$ cat src/rtl/core/dlr_pkg.sv
// shared types and constants for the dense layer with relu
// command layout between the front end, the queue and the back end
// no dependencies
`default_nettype none

package dlr_pkg;

    // default store sizes, overridable on the top level
    localparam int MAX_IN_DEF  = 64;
    localparam int MAX_OUT_DEF = 64;

    // fixed field widths
    localparam int DATA_W    = 16;
    localparam int IDX_W     = 6;
    localparam int SIZE_W    = 7;
    localparam int OUT_W     = 15;
    localparam int FRAC_BITS = 8;

    // command queue depth
    localparam int QDEPTH = 4;

    // configuration register indexes
    localparam logic CFG_IN_SIZE  = 1'b0;
    localparam logic CFG_OUT_SIZE = 1'b1;

    localparam logic [SIZE_W-1:0] SIZE_RESET = 7'd64;

    // item function codes
    typedef enum logic [1:0] {
        FUNC_WGT  = 2'd0,
        FUNC_BIAS = 2'd1,
        FUNC_INP  = 2'd2
    } func_t;

    // one queued command
    typedef struct packed {
        func_t                    op;
        logic                     wr;    // store write in range
        logic [IDX_W-1:0]         row;
        logic [IDX_W-1:0]         col;
        logic signed [DATA_W-1:0] data;
        logic                     run;   // last input element, start the layer
    } cmd_t;

endpackage

`default_nettype wire

$ cat src/rtl/core/dlr_queue.sv
// short command fifo between the front end and the back end
// depends on dlr_pkg
`default_nettype none

module dlr_queue (
    input  logic          aclk,
    input  logic          aresetn,
    input  logic          in_valid,
    output logic          in_ready,
    input  dlr_pkg::cmd_t in_cmd,
    output logic          out_valid,
    input  logic          out_ready,
    output dlr_pkg::cmd_t out_cmd
);
    import dlr_pkg::*;

    localparam int QAW = (QDEPTH > 1) ? $clog2(QDEPTH) : 1;

    cmd_t             slot_reg [QDEPTH];
    logic [QAW-1:0]   wr_ptr_reg;
    logic [QAW-1:0]   wr_ptr_next;
    logic [QAW-1:0]   rd_ptr_reg;
    logic [QAW-1:0]   rd_ptr_next;
    logic [QAW:0]     count_reg;
    logic [QAW:0]     count_next;
    logic             push;
    logic             pop;

    assign in_ready  = count_reg != (QAW+1)'(QDEPTH);
    assign out_valid = count_reg != '0;
    assign out_cmd   = slot_reg[rd_ptr_reg];
    assign push      = in_valid && in_ready;
    assign pop       = out_valid && out_ready;

    always_comb begin
        wr_ptr_next = wr_ptr_reg;
        rd_ptr_next = rd_ptr_reg;
        if (push) begin
            wr_ptr_next = (wr_ptr_reg == QAW'(QDEPTH - 1)) ? '0 : wr_ptr_reg + QAW'(1);
        end
        if (pop) begin
            rd_ptr_next = (rd_ptr_reg == QAW'(QDEPTH - 1)) ? '0 : rd_ptr_reg + QAW'(1);
        end
        count_next = count_reg + (QAW+1)'(push) - (QAW+1)'(pop);
    end

    always_ff @(posedge aclk) begin
        if (!aresetn) begin
            wr_ptr_reg <= '0;
            rd_ptr_reg <= '0;
            count_reg  <= '0;
        end else begin
            wr_ptr_reg <= wr_ptr_next;
            rd_ptr_reg <= rd_ptr_next;
            count_reg  <= count_next;
        end
    end

    always_ff @(posedge aclk) begin
        if (push) begin
            slot_reg[wr_ptr_reg] <= in_cmd;
        end
    end

endmodule

`default_nettype wire

$ cat config.mk
export PLATFORM = sky130hd
export DESIGN_NAME = dlr_queue
export DESIGN_NICKNAME = d
export VERILOG_FILES = /design/src/rtl/core/dlr_pkg.sv /design/src/rtl/core/dlr_queue.sv
export SDC_FILE = /design/constraint.sdc
export NUM_CORES = 1
export LEC_CHECK = 0
export ABC_AREA = 1
export BUFFER_PORTS_ARGS = -buffer_cell sky130_fd_sc_hd__buf_2
export CORE_MARGIN = 4
export CORE_UTILIZATION = 32
export CTS_BUF_LIST = sky130_fd_sc_hd__clkbuf_4
export CTS_CLUSTER_SIZE = 24
export DETAILED_ROUTE_END_ITERATION = 6
export GPL_TIMING_DRIVEN = 0
export PLACE_DENSITY = 0.61
export SYNTH_ARGS = -nofsm -noshare
export SYNTH_HDL_FRONTEND = slang
export SYNTH_SLANG_ARGS = --single-unit
$ cat constraint.sdc
create_clock -name aclk -period 2.55 [get_ports aclk]
set_input_delay 0.51 -clock aclk [delete_from_list [all_inputs] [get_ports aclk]]
set_output_delay 0.51 -clock aclk [all_outputs]
set_load 0.02 [all_outputs]
; Word-level counts from Yosys, hierarchy flattened
; Memory sizes are Yosys's and may differ from the RTL's. A register that Yosys moved wholly into a read port is not among the register bits.
; Cells that the tools add are included.
[word_totals]
reg_bits = 7
ram_bits = 128
in_bits = 36
out_inout_bits = 34
memories = 1
[memory_table]
columns = memory, depth, word_bits, rd, rd_ports_with_merged_regs, write_ports, line_no
row1 = slot_reg, 4, 32, 1, 1, 1, dlr_queue.sv:19  ; cmd_t slot_reg [QDEPTH];
[classes]
add_sub_neg = 4
n_eq_ne = 3
mux = 6
reduce_logical = 3
[op_table]
columns = operator, count
row1 = $mux W2, 4
row2 = $add A2 B1 Y2 const B, 2
row3 = $eq A2 B2 Y1 const B, 2
row4 = $add A3 B1 Y3, 1
row5 = $ne A3 B3 Y1 const B, 1
row6 = $reduce_bool A3 Y1, 1
row7 = $sub A3 B1 Y3, 1
row8 = $logic_and A1 B1 Y1, 2
row9 = $mux W1, 2

; Longest topological paths before layout
[logic_depth]
depth_word = 4
mapped_depth = 10

; Least setup slack after synthesis
; No wires, ideal clock.
[synth_timing]
path_type = register -> register
startpoint = register count_reg[1]
endpoint = memory slot_reg[0][0] (netlist name), enable pin
setup_ns = 0.421
arrival_time_ns = 2.249
required_ns = 2.129
setup_slack_ns = -0.120
stages_incl_launch_ff = 5
synth_period_minus_slack_ns = 2.670
cell_sequence = dfxtp_1 > nor2_1 > nand2_1 > nand2_1 > nor2_1
[synth_via]
elab_chain_len = 4
[synth_rtl]
columns = item, line_no
row1 = "start, declared", dlr_queue.sv:24  ; logic [QAW:0] count_reg;
row2 = "start signal, assigned", dlr_queue.sv:55  ; count_reg <= count_next;
row3 = $ne A3 B3 Y1, dlr_queue.sv:29  ; assign in_ready = count_reg != (QAW+1)'(QDEPTH);
row4 = via in_ready, dlr_queue.sv:9  ; output logic in_ready,
row5 = $logic_and A1 B1 Y1, dlr_queue.sv:32  ; assign push = in_valid && in_ready;
row6 = $mux W1, dlr_queue.sv:60  ; if (push) begin
row7 = $mux W1 (not written as such), dlr_queue.sv:61  ; slot_reg[wr_ptr_reg] <= in_cmd;
row8 = "end, declared", dlr_queue.sv:19
; The timed path passes the listed nets, and every way through them passes these cells.

; Worst setup path after layout
[layout_timing]
startpoint = register count_reg[1]
endpoint = register count_reg[2]
[layout_via]
elab_chain_len = 4
[layout_rtl]
columns = item, line_no
row1 = $ne A3 B3 Y1, dlr_queue.sv:29
row2 = $logic_and A1 B1 Y1, dlr_queue.sv:32
row3 = $add A3 B1 Y3, dlr_queue.sv:44  ; count_next = count_reg + (QAW+1)'(push) - (QAW+1)'(pop);
row4 = $sub A3 B1 Y3 *, dlr_queue.sv:44
; Every way passes the cells marked *; elsewhere a longest branch is shown, timed or not.
; A chain may end at the register's enable or synchronous reset.

==> results.txt <==
Setup CP Type: reg2reg
Mapped Area: 5280 µm²
Layout Skew: 0.0116 ns
WP data required: 2.96 ns
Net Switching: 2.28 mW
Multi-input gate area: 1050 µm²
DRT antenna net count: 0
Synth cell types: 19
Internal power: 4.06 mW
Clock power frac: 20.7%
Final Hold Fails: 0
Gate power share: 34.6%
Final Setup Violations: 0
Vias: 3314
Post-Synthesis Cells: 377
Cell row count: 46
First-pass GRT wire length: 18300 µm
Clock Tree Root: clkbuf_4
Vias per cell: 4.76
Placed Cells incl. Taps: 666
Relative slew slack: 57.1%
Cell Count, Final, Fillers Out: 696
DIE WIDTH: 136 µm
Flop pwr share: 44.7%
Total I/O pin count: 70
Total GRT Usage: 13.3%
TNS Setup: 0 ns
Critical path data arrival time: 2.76 ns
Die area: 18600 µm²
Wire length per cell: 16.9 µm
RePlAce Congestion: 0.695
DPL Wire Length: 7620 µm
Largest net degree at the start of global routing: 24
Setup bufs post-CTS: 0
Share of the cycle needed by the critical path after routing: 91.8%
Final Core Density: 39.2%
Mean Syn Cell Area: 14.0 µm²
Worst-Margin Slew: 0.642 ns
Port bufs: 69
Fin nets: 513
Area Overhead vs Synth: 19.0%
RSZ-0062 raised after global routing: false
Pre-CTS WS: 0.223 ns
Static Leakage: 2.25 nW
Register bit total from synthesis: 137
Largest register FFs: 128
Worst Path Max Fanout: 6
Achievable clock frequency: 427 MHz
Initial antenna violation count: 2
Remaining Overflow, GRT: 0
Power Total: 6.35 mW
Seq/Total Area, Yosys: 76.3%
Synth warnings: 0
# diodes: 0
Worst vdd ir: 0.434 mV
TritonCTS Sinks: 137
Net Count, Synth: 421
Fill count: 1574
Seq. cell area: 4020 µm²
Vias in the first global route: 3435
Clock slew at reported path FFs: 0.12 ns
CP Launch Type: flip-flop
Core ar.: 16000 µm²
First-pass DRT Iterations: 4
Die Span Y: 136 µm
Clk_lat worst skew: 0.52 ns
Setup crit end kind: flip-flop
Slew Viols, Final: 0
Max Cap Violations: 0
Residual DRC count: 0
Tmin final: 2.34 ns
CTS tree: yes
Pwr dens: 1010 nW/µm²
CTS H-Tree Depth: 4
Switching Share: 36.0%
Hold crit path type: in2reg
Clock buffer count from CTS: 17
Worst setup margin: 0.209 ns
Outcome: finished clean
WL final: 11800 µm
CTS max path bufs: 2
Share of cells above drive strength 1: 26.3%
DRT iter0 DRCs: 182
Starting Density: 33.0%
==> final timing paths <==
check,from,endpoint,slack [ns],cells past startpoint
hold reg to reg,rd_ptr_reg[0],flip-flop,0.55,2
setup / recovery,count_reg[1],count_reg[2],0.21,10
setup reg to reg,count_reg[1],count_reg[2],0.21,10
hold / removal,in_cmd[18],slot_reg[2][18],0.19,1
==> per-layer routing <==
metal  vias to the layer above  share of wire (%)  GRT usage (%)  wire, µm
li1                       1574                  -              -         -
met1                      1618                 43           16.2      5050
met2                        95                 49           21.7      5770
met3                        23                6.1           5.00       717
met4                         4                1.8           4.82       216
met5                         -               0.20              0        24
==> power groups by stage <==
stage | sequential (mW) | clock (mW) | combinational [mW]
global route | 2.87 | 1.47 | 2.40
detailed placement | 2.89 | 0 | 2.23
floorplan | 2.88 | 0 | 1.39
finish | 2.84 | 1.31 | 2.19
global placement | 2.90 | 0 | 2.10
CTS | 2.84 | 1.37 | 2.23
==> per-stage QoR <==
stage,cell area [µm²],hold slack (ns)
after global routing,6280,0.122
after CTS,6280,0.137
after floorplan,5280,0.483
after global placement,5890,0.523
after detailed placement,6020,0.520
final,6280,0.193
==> kinds of logic (layout without fill, tap and decap cells) <==
logic type	after synthesis	after routing	synth area share [%]
flip-flops	137	137	76.3
AO/OA/AOI/OAI	103	103	10.6
buffers and inverters	37	140	4.41
adder cells (fa/ha/maj)	8	8	2.04
AND/OR/NAND/NOR	92	92	6.64
==> critical path: stages, from the launching register on <==
cell	delay [ns]
dfxtp_1	0.37
nor2_1	0.20
nand2_1	0.18
nand2_1	0.36
ha_1	0.30
inv_1	0.05
ha_1	0.12
inv_1	0.05
fa_1	0.38
o21ai_0	0.17
nor2_1	0.05
==> what timing repair did <==
action                     in CTS  in global routing
gates resized for setup         0                  2
hold buffers                    0                  0
hold endpoints to repair        0                  0
setup endpoints to repair       0                  5
==> placed cells by master, fill, tap and decap left out, types with 7 or more instances in the layout <==
master    count
buf_2        75
dfxtp_1       9
ha_1          7
inv_1        16
nand2_1      13
nor2_1       71
o21ai_1      28
o21ai_0      37
clkbuf_4     20
o22ai_1      32
buf_6         9
edfxtp_1    128
==> Yosys cell counts, drive strengths merged <==
master  count  area share, %
edfxtp    128             73
nor2       75            5.3
o21ai      65            6.2
o22ai      32            3.8
buf        18            2.9
inv        18            1.4
nand2      13           0.93
dfxtp       9            3.4
ha          7            1.7
a21oi       4           0.38
nand3       4           0.38
a21boi      2           0.28
clkbuf      1          0.071
fa          1           0.38
==> cell type report <==
cell class,count,area share [%]
Sequential cell,137,64.1
Multi-Input combinational cell,203,16.7
Timing Repair Buffer,73,7.13
Tap cell,216,4.30
Buffer,19,2.53
Clock buffer,20,2.39
Clock inverter,10,1.67
Inverter,18,1.20
Power figures use the tool's default switching activity.
